$ cat src/design/tms_pkg.sv
package tms_pkg;

  // Fixed field widths
  localparam int FUNC_W     = 3;
  localparam int STATUS_W   = 3;
  localparam int STEP_W     = 20;
  localparam int CFG_IDX_W  = 3;
  localparam int CFG_DATA_W = 20;

  localparam int unsigned BLANK_CODE     = 2;
  localparam int unsigned ORIGIN_RESET   = 2048;
  localparam int unsigned LIMIT_RESET    = 1000000;
  localparam int unsigned START_RESET    = 0;
  localparam int unsigned ACCEPT_RESET   = 1;
  localparam int unsigned REJECT_RESET   = 2;

  typedef enum logic [FUNC_W-1:0] {
    FN_LOAD    = 3'd0,
    FN_WRITE   = 3'd1,
    FN_READ    = 3'd2,
    FN_RESTART = 3'd3,
    FN_STEP    = 3'd4
  } func_e;

  typedef enum logic [STATUS_W-1:0] {
    STAT_RUNNING  = 3'd0,
    STAT_ACCEPT   = 3'd1,
    STAT_REJECT   = 3'd2,
    STAT_NO_RULE  = 3'd3,
    STAT_LIMIT    = 3'd4,
    STAT_OFF_TAPE = 3'd5
  } status_e;

  typedef enum logic [CFG_IDX_W-1:0] {
    CFG_START  = 3'd0,
    CFG_ACCEPT = 3'd1,
    CFG_REJECT = 3'd2,
    CFG_ORIGIN = 3'd3,
    CFG_LIMIT  = 3'd4
  } cfg_idx_e;

  // Write strobes from the sequencer to the two memories
  typedef struct packed {
    logic tape_we;
    logic rule_we;
  } mem_wr_t;

endpackage

$ cat src/design/tms_ctrl.sv
module tms_ctrl
  import tms_pkg::*;
#(
  parameter int NUM_STATES   = 64,
  parameter int TAPE_DEPTH   = 4096,
  parameter int SYMBOL_CODES = 8,
  localparam int STATE_W    = $clog2(NUM_STATES),
  localparam int ADDR_W     = $clog2(TAPE_DEPTH),
  localparam int SYM_W      = $clog2(SYMBOL_CODES),
  localparam int RULE_DEPTH = NUM_STATES * SYMBOL_CODES,
  localparam int RULE_AW    = $clog2(RULE_DEPTH),
  localparam int RULE_W     = 2 + STATE_W + SYM_W
) (
  input  logic                clk_i,
  input  logic                rst_ni,
  input  logic                start_i,
  output logic                busy_o,
  input  logic [FUNC_W-1:0]   func_i,
  input  logic [STATE_W-1:0]  rule_state_i,
  input  logic [SYM_W-1:0]    rule_read_i,
  input  logic [STATE_W-1:0]  rule_next_i,
  input  logic [SYM_W-1:0]    rule_write_i,
  input  logic                rule_left_i,
  input  logic                rule_valid_i,
  input  logic [ADDR_W-1:0]   cell_addr_i,
  input  logic [SYM_W-1:0]    cell_code_i,
  input  logic [STATE_W-1:0]  start_state_i,
  input  logic [STATE_W-1:0]  accept_state_i,
  input  logic [STATE_W-1:0]  reject_state_i,
  input  logic [ADDR_W-1:0]   head_origin_i,
  input  logic [STEP_W-1:0]   step_limit_i,
  output mem_wr_t             mem_wr_o,
  output logic [ADDR_W-1:0]   tape_waddr_o,
  output logic [SYM_W-1:0]    tape_wdata_o,
  output logic [ADDR_W-1:0]   tape_raddr_o,
  input  logic [SYM_W-1:0]    tape_rdata_i,
  output logic [RULE_AW-1:0]  rule_waddr_o,
  output logic [RULE_W-1:0]   rule_wdata_o,
  output logic [RULE_AW-1:0]  rule_raddr_o,
  input  logic [RULE_W-1:0]   rule_rdata_i,
  output logic                done_o,
  output logic [STATUS_W-1:0] status_o,
  output logic [STATE_W-1:0]  machine_state_o,
  output logic [ADDR_W-1:0]   head_pos_o,
  output logic [SYM_W-1:0]    symbol_out_o,
  output logic [STEP_W-1:0]   steps_done_o
);

  localparam int CLR_DEPTH = (TAPE_DEPTH > RULE_DEPTH) ? TAPE_DEPTH : RULE_DEPTH;
  localparam int CLR_W     = $clog2(CLR_DEPTH);
  localparam logic [ADDR_W-1:0] ORIGIN_RST = ADDR_W'(ORIGIN_RESET % TAPE_DEPTH);

  typedef enum logic [2:0] {
    FSM_CLEAR,
    FSM_IDLE,
    FSM_TAPE,
    FSM_RULE,
    FSM_DONE
  } fsm_e;

  fsm_e                fsm_q, fsm_d;
  logic [CLR_W-1:0]    clr_q, clr_d;
  logic [STATE_W-1:0]  mstate_q, mstate_d;
  logic [ADDR_W-1:0]   head_q, head_d;
  logic [STEP_W-1:0]   count_q, count_d;
  logic                off_q, off_d;
  logic                lk_valid_q, lk_valid_d;
  logic [STATE_W-1:0]  lk_next_q, lk_next_d;
  logic [SYM_W-1:0]    lk_write_q, lk_write_d;
  logic                lk_left_q, lk_left_d;
  logic                rd_ok_q, rd_ok_d;
  logic                sym_ok_q, sym_ok_d;
  logic [SYM_W-1:0]    sym_q, sym_d;
  status_e             status_q, status_d;
  logic                done_q, done_d;
  logic [ADDR_W-1:0]   origin_mod;

  function automatic logic [RULE_AW-1:0] rule_index(input logic [STATE_W-1:0] st,
                                                    input logic [SYM_W-1:0] sym);
    return RULE_AW'(32'(st) * SYMBOL_CODES + 32'(sym));
  endfunction

  function automatic logic key_ok(input logic [STATE_W-1:0] st,
                                  input logic [SYM_W-1:0] sym);
    return (32'(st) < NUM_STATES) && (32'(sym) < SYMBOL_CODES);
  endfunction

  function automatic status_e calc_status(input logic lk_ok);
    status_e s;
    priority if (off_q) begin
      s = STAT_OFF_TAPE;
    end else if (mstate_q == accept_state_i) begin
      s = STAT_ACCEPT;
    end else if (mstate_q == reject_state_i) begin
      s = STAT_REJECT;
    end else if (count_q >= step_limit_i) begin
      s = STAT_LIMIT;
    end else if (!lk_ok) begin
      s = STAT_NO_RULE;
    end else begin
      s = STAT_RUNNING;
    end
    return s;
  endfunction

  // origin register never exceeds twice the depth
  assign origin_mod = (32'(head_origin_i) >= TAPE_DEPTH) ?
                      head_origin_i - ADDR_W'(TAPE_DEPTH) : head_origin_i;

  always_comb begin
    fsm_d      = fsm_q;
    clr_d      = clr_q;
    mstate_d   = mstate_q;
    head_d     = head_q;
    count_d    = count_q;
    off_d      = off_q;
    lk_valid_d = lk_valid_q;
    lk_next_d  = lk_next_q;
    lk_write_d = lk_write_q;
    lk_left_d  = lk_left_q;
    rd_ok_d    = rd_ok_q;
    sym_ok_d   = sym_ok_q;
    sym_d      = sym_q;
    status_d   = status_q;
    done_d     = 1'b0;

    mem_wr_o     = '0;
    tape_waddr_o = head_q;
    tape_wdata_o = lk_write_q;
    tape_raddr_o = head_q;
    rule_waddr_o = rule_index(rule_state_i, rule_read_i);
    rule_wdata_o = {rule_valid_i, rule_next_i, rule_write_i, rule_left_i};
    rule_raddr_o = rule_index(mstate_q, tape_rdata_i);

    unique case (fsm_q)
      FSM_CLEAR: begin
        mem_wr_o.tape_we = 32'(clr_q) < TAPE_DEPTH;
        tape_waddr_o     = clr_q[ADDR_W-1:0];
        tape_wdata_o     = SYM_W'(BLANK_CODE);
        mem_wr_o.rule_we = 32'(clr_q) < RULE_DEPTH;
        rule_waddr_o     = clr_q[RULE_AW-1:0];
        rule_wdata_o     = '0;
        clr_d            = clr_q + 1'b1;
        if (clr_q == CLR_W'(CLR_DEPTH - 1)) begin
          fsm_d = FSM_IDLE;
        end
      end
      FSM_IDLE: begin
        if (start_i) begin
          fsm_d   = FSM_TAPE;
          sym_d   = '0;
          rd_ok_d = 1'b0;
          unique case (func_e'(func_i))
            FN_LOAD: begin
              mem_wr_o.rule_we = key_ok(rule_state_i, rule_read_i);
            end
            FN_WRITE: begin
              mem_wr_o.tape_we = 32'(cell_addr_i) < TAPE_DEPTH;
              tape_waddr_o     = cell_addr_i;
              tape_wdata_o     = cell_code_i;
            end
            FN_READ: begin
              tape_raddr_o = cell_addr_i;
              rd_ok_d      = 32'(cell_addr_i) < TAPE_DEPTH;
            end
            FN_RESTART: begin
              mstate_d = start_state_i;
              head_d   = origin_mod;
              count_d  = '0;
              off_d    = 1'b0;
            end
            FN_STEP: begin
              if (calc_status(lk_valid_q) == STAT_RUNNING) begin
                mem_wr_o.tape_we = 1'b1;
                sym_d            = lk_write_q;
                mstate_d         = lk_next_q;
                if (lk_left_q) begin
                  if (head_q == '0) off_d = 1'b1;
                  else head_d = head_q - 1'b1;
                end else begin
                  if (32'(head_q) == TAPE_DEPTH - 1) off_d = 1'b1;
                  else head_d = head_q + 1'b1;
                end
                if (count_q != '1) begin
                  count_d = count_q + 1'b1;
                end
              end
            end
            default: begin
            end
          endcase
        end
      end
      FSM_TAPE: begin
        // cell read data lands now; head cell read goes out
        if (rd_ok_q) begin
          sym_d = tape_rdata_i;
        end
        fsm_d = FSM_RULE;
      end
      FSM_RULE: begin
        sym_ok_d = key_ok(mstate_q, tape_rdata_i);
        fsm_d    = FSM_DONE;
      end
      FSM_DONE: begin
        lk_valid_d = sym_ok_q & rule_rdata_i[RULE_W-1];
        lk_next_d  = rule_rdata_i[RULE_W-2 -: STATE_W];
        lk_write_d = rule_rdata_i[SYM_W:1];
        lk_left_d  = rule_rdata_i[0];
        status_d   = calc_status(lk_valid_d);
        done_d     = 1'b1;
        fsm_d      = FSM_IDLE;
      end
    endcase
  end

  always_ff @(posedge clk_i or negedge rst_ni) begin
    if (!rst_ni) begin
      fsm_q      <= FSM_CLEAR;
      clr_q      <= '0;
      mstate_q   <= '0;
      head_q     <= ORIGIN_RST;
      count_q    <= '0;
      off_q      <= 1'b0;
      lk_valid_q <= 1'b0;
      lk_next_q  <= '0;
      lk_write_q <= '0;
      lk_left_q  <= 1'b0;
      rd_ok_q    <= 1'b0;
      sym_ok_q   <= 1'b0;
      sym_q      <= '0;
      status_q   <= STAT_RUNNING;
      done_q     <= 1'b0;
    end else begin
      fsm_q      <= fsm_d;
      clr_q      <= clr_d;
      mstate_q   <= mstate_d;
      head_q     <= head_d;
      count_q    <= count_d;
      off_q      <= off_d;
      lk_valid_q <= lk_valid_d;
      lk_next_q  <= lk_next_d;
      lk_write_q <= lk_write_d;
      lk_left_q  <= lk_left_d;
      rd_ok_q    <= rd_ok_d;
      sym_ok_q   <= sym_ok_d;
      sym_q      <= sym_d;
      status_q   <= status_d;
      done_q     <= done_d;
    end
  end

  // machine registers only change on the accept edge, after the strobe cycle
  assign busy_o          = (fsm_q != FSM_IDLE);
  assign done_o          = done_q;
  assign status_o        = status_q;
  assign machine_state_o = mstate_q;
  assign head_pos_o      = head_q;
  assign symbol_out_o    = sym_q;
  assign steps_done_o    = count_q;

endmodule

$ cat config.mk
export PLATFORM = sky130hd
export DESIGN_NAME = tms_ctrl
export DESIGN_NICKNAME = d
export VERILOG_FILES = /design/src/design/tms_pkg.sv /design/src/design/tms_ctrl.sv
export SDC_FILE = /design/constraint.sdc
export NUM_CORES = 1
export LEC_CHECK = 0
export BUFFER_PORTS_ARGS = -buffer_cell sky130_fd_sc_hd__buf_2
export CORE_ASPECT_RATIO = 0.5
export CORE_MARGIN = 5
export CORE_UTILIZATION = 54
export CTS_BUF_LIST = sky130_fd_sc_hd__clkbuf_16
export DETAILED_ROUTE_END_ITERATION = 8
export PLACE_DENSITY = 0.89
export SLEW_MARGIN = 20
export SYNTH_ARGS = -nofsm -noshare
export SYNTH_HDL_FRONTEND = slang
export SYNTH_SLANG_ARGS = --single-unit
$ cat constraint.sdc
create_clock -name clk_i -period 5 [get_ports clk_i]
set_clock_uncertainty 0.15 [all_clocks]
set_input_delay 0 -clock clk_i [delete_from_list [all_inputs] [get_ports clk_i]]
set_output_delay 0 -clock clk_i [all_outputs]
set_load 0.03 [all_outputs]
==> results.txt <==
number of cells upsized or downsized after cts - 0
area taken by multi-input logic gates - 3368 um2
CTS sink count - 74
DR iter-0 viols - 479
antenna-violating nets left - 0
Initial Utilization - 0.5467
f_max - 291.4 MHz
Startpoint Class - flip-flop
setup slack, reg-to-reg - 1570 ps
R2R depth - 9
Chip Height - 81.57 um
vias in the first global route - 5798
leading area contributor after synthesis - dfrtp_1
num ports - 209
initial antenna violation count - 0
Total Nets Final - 1022
required time at the endpoint of the critical path - 5120 ps
power density normalized to cell area - 587.1 nW/um2
Final min period - 3432 ps
mean number of vias per cell - 5.911
Core Box Area - 10120 um2
count of filler cells inserted in the layout - 757
vias after detailed routing - 6088
clock transition at the registers of the reported paths - 60 ps
worst IR drop on VDD - 0.4453 mV
length of routed met2 wiring - 8951 um
post-synth top area share - 0.3302
total negative slack - 0 ps
total of buffers placed on input and output ports - 208
final max-slew violation count - 0
die area - 12490 um2
DP HPWL - 12470 um
placer's final routability congestion estimate - 0.8800
Worst Path Class, Setup - reg -> reg
Most used DFF post-synth - dfrtp_1
worst hold-check path type - in -> reg
Highest Signal Layer - met4
total length of routed wires - 18230 um
post-synth cell types - 62
width of the die - 153.1 um
routed wire length on met3 - 1477 um
Max-Cap Viols - 0
H-tree depth - 3
wire length on met1 - 7403 um
startpoint of the lowest-slack register-to-register path - steps_done_o[0]$_DFFE_PN0P_
slew at the pin closest to its max-slew limit - 1067 ps
global-route wire length before repair - 29040 um
endpoints failing hold - 0
Area growth syn-to-layout - 30.92%
library cell with the highest instance count after synthesis - nand2_1
total routing usage reported by global routing - 0.2845
proportion of synthesized flip-flops having asynchronous set or reset - 1.000
total clock buffers created by CTS - 9
number of cell rows - 26
Min-Delay Startpoint - reject_state_i[0]
fraction of final layout cells sized beyond drive strength 1 - 0.2902
buffers from clock root to sink, at most - 2
number of cells produced by synthesis - 665
worst min-delay path endpoint - status_o[0]$_DFFE_PN0P_
Max transition margin - 0.2887
run status - finished, final reports clean
Seq cells post-synth - 74
Storage cell area - 1853 um2
count of flip-flops with a built-in enable after synthesis - 0
R2R Path End - steps_done_o[3]$_DFFE_PN0P_
average cell area after synthesis - 8.318 um2
sequential element share of the synthesized area - 0.3350
largest net degree at the start of global routing - 75
most frequent cells after synthesis - nand2_1 (113), dfrtp_1 (73), a21oi_1 (43), o21ai_0 (38), inv_1 (33)
Final Hold Slack - 114.8 ps
final count of negative-setup-slack endpoints - 0
remaining routing DRC violations - 0
net count of the mapped netlist - 803
Crit. End Element - flip-flop
average detailed-routed wire length per instance - 17.70 um
worst skew pair latency - 340 ps
main area contributors after synthesis - dfrtp_1 (33%), nand2_1 (7.7%), ha_1 (7.2%)
cell leakage power - 3.685 nW
Hold Crit Depth - 5
RSZ-0062 raised after global routing - false
Clock Tree Root - clkbuf_16
cell area after technology mapping - 5532 um2
count of TritonRoute iterations in the first routing pass - 5
remaining global-route overflow - 0
largest fanout on the critical path - 40
clock tree from TritonCTS - built
final clock period utilization by the worst path - 0.6864
worst path arrival time - 3550 ps
Yosys warnings - 0
worst max-delay path, stage by stage, from the launching register on:
cell	delay, ps
dfrtp_1	440
inv_1	80
ha_1	280
nand2b_1	160
a31oi_1	190
o21ai_0	210
a211oi_4	510
a31oi_4	510
or4_1	650
a21oi_1	150
through the flow:
step           area [um2]  std cells  utilization  setup WS (ps)  power [W]
2_1_floorplan        5532        665            -           2244   0.002841
3_3_place_gp         6579        977       0.6503           1850   0.003438
3_5_place_dp         6579        977       0.6503           1750   0.003510
4_1_cts              7239       1029       0.7156           1730   0.004214
5_1_grt              7239       1029       0.7156           1425   0.004504
6_report             7242       1030       0.7158           1568   0.004252
registers in the layout, indices dropped and copies added, names as in the netlist:
register and flops:
done_o 1, off_q 1, fsm_q 3, sym_ok_q 1, status_o 3, head_pos_o 12
steps_done_o 20, clr_q 12, lk_write_q 3, lk_next_q 6, lk_left_q 1, symbol_out_o 3
lk_valid_q 1, rd_ok_q 1, machine_state_o 6
layer usage:
layer  GRT usage  up-vias
li1            -     2832
met1      0.3566     2893
met2      0.5096      323
met3     0.05684       40
met4     0.08178        0
met5           0        -
kinds of logic after synthesis:
logic type               count (synthesis)  share of synthesized area
AO/OA/AOI/OAI                          155                     0.1730
multiplexers                            27                    0.05157
AND/OR/NAND/NOR                        277                     0.2624
adder cells (fa/ha/maj)                 33                    0.07600
XOR/XNOR                                28                    0.04433
flip-flops                              74                     0.3350
buffers and inverters                   71                    0.05768
where the power goes:
group          total, W  internal, W  switching, W
sequential      0.00108     0.000775      0.000310
combinational   0.00250     0.000849       0.00165
clock          0.000671     0.000391      0.000280
how the worst max path moves through the flow:
stage	startpoint	end	cells after the start
floorplan	steps_done_o[10]$_DFFE_PN0P_	steps_done_o[13]$_DFFE_PN0P_	9
global placement	steps_done_o[4]$_DFFE_PN0P_	steps_done_o[16]$_DFFE_PN0P_	8
detailed placement	steps_done_o[2]$_DFFE_PN0P_	steps_done_o[16]$_DFFE_PN0P_	8
CTS	steps_done_o[2]$_DFFE_PN0P_	steps_done_o[16]$_DFFE_PN0P_	8
global route	steps_done_o[0]$_DFFE_PN0P_	steps_done_o[3]$_DFFE_PN0P_	9
finish	steps_done_o[0]$_DFFE_PN0P_	steps_done_o[3]$_DFFE_PN0P_	9
cells in the final DEF, fill, tap and decap left out, drive strengths merged, types with 3 or more instances in the layout:
cell type	count
or3	10
mux2i	15
buf	210
and2	15
dfrtp	73
nor4	13
nor3	9
clkbuf	9
nand3	18
mux2	12
a21oi	44
o21a	3
and4	3
inv	36
or2	4
o31a	4
nor2	26
nand2b	10
nand4	18
nor3b	3
dlygate4sd3	36
ha	32
xor2	15
a31oi	12
xnor2	13
o31ai	5
a21o	4
clkinv	3
nand2	113
or4	6
o22ai	23
a211oi	6
o21ai	39
nor2b	9
and3	13
area by class of cell:
| class | count | share of cell area |
|---|---|---|
| Antenna cell | 1 | 0.0003455 |
| Clock buffer | 9 | 0.03110 |
| Clock inverter | 7 | 0.01037 |
| Inverter | 33 | 0.01710 |
| Multi-Input combinational cell | 520 | 0.4651 |
| Sequential cell | 74 | 0.2559 |
| Tap cell | 140 | 0.02419 |
| Timing Repair Buffer | 246 | 0.1959 |
what timing repair did:
item | CTS | global route
buffers inserted | 0 | 0
hold endpoints to repair | 109 | 0
hold buffers | 36 | 0
Power figures use the tool's default switching activity.
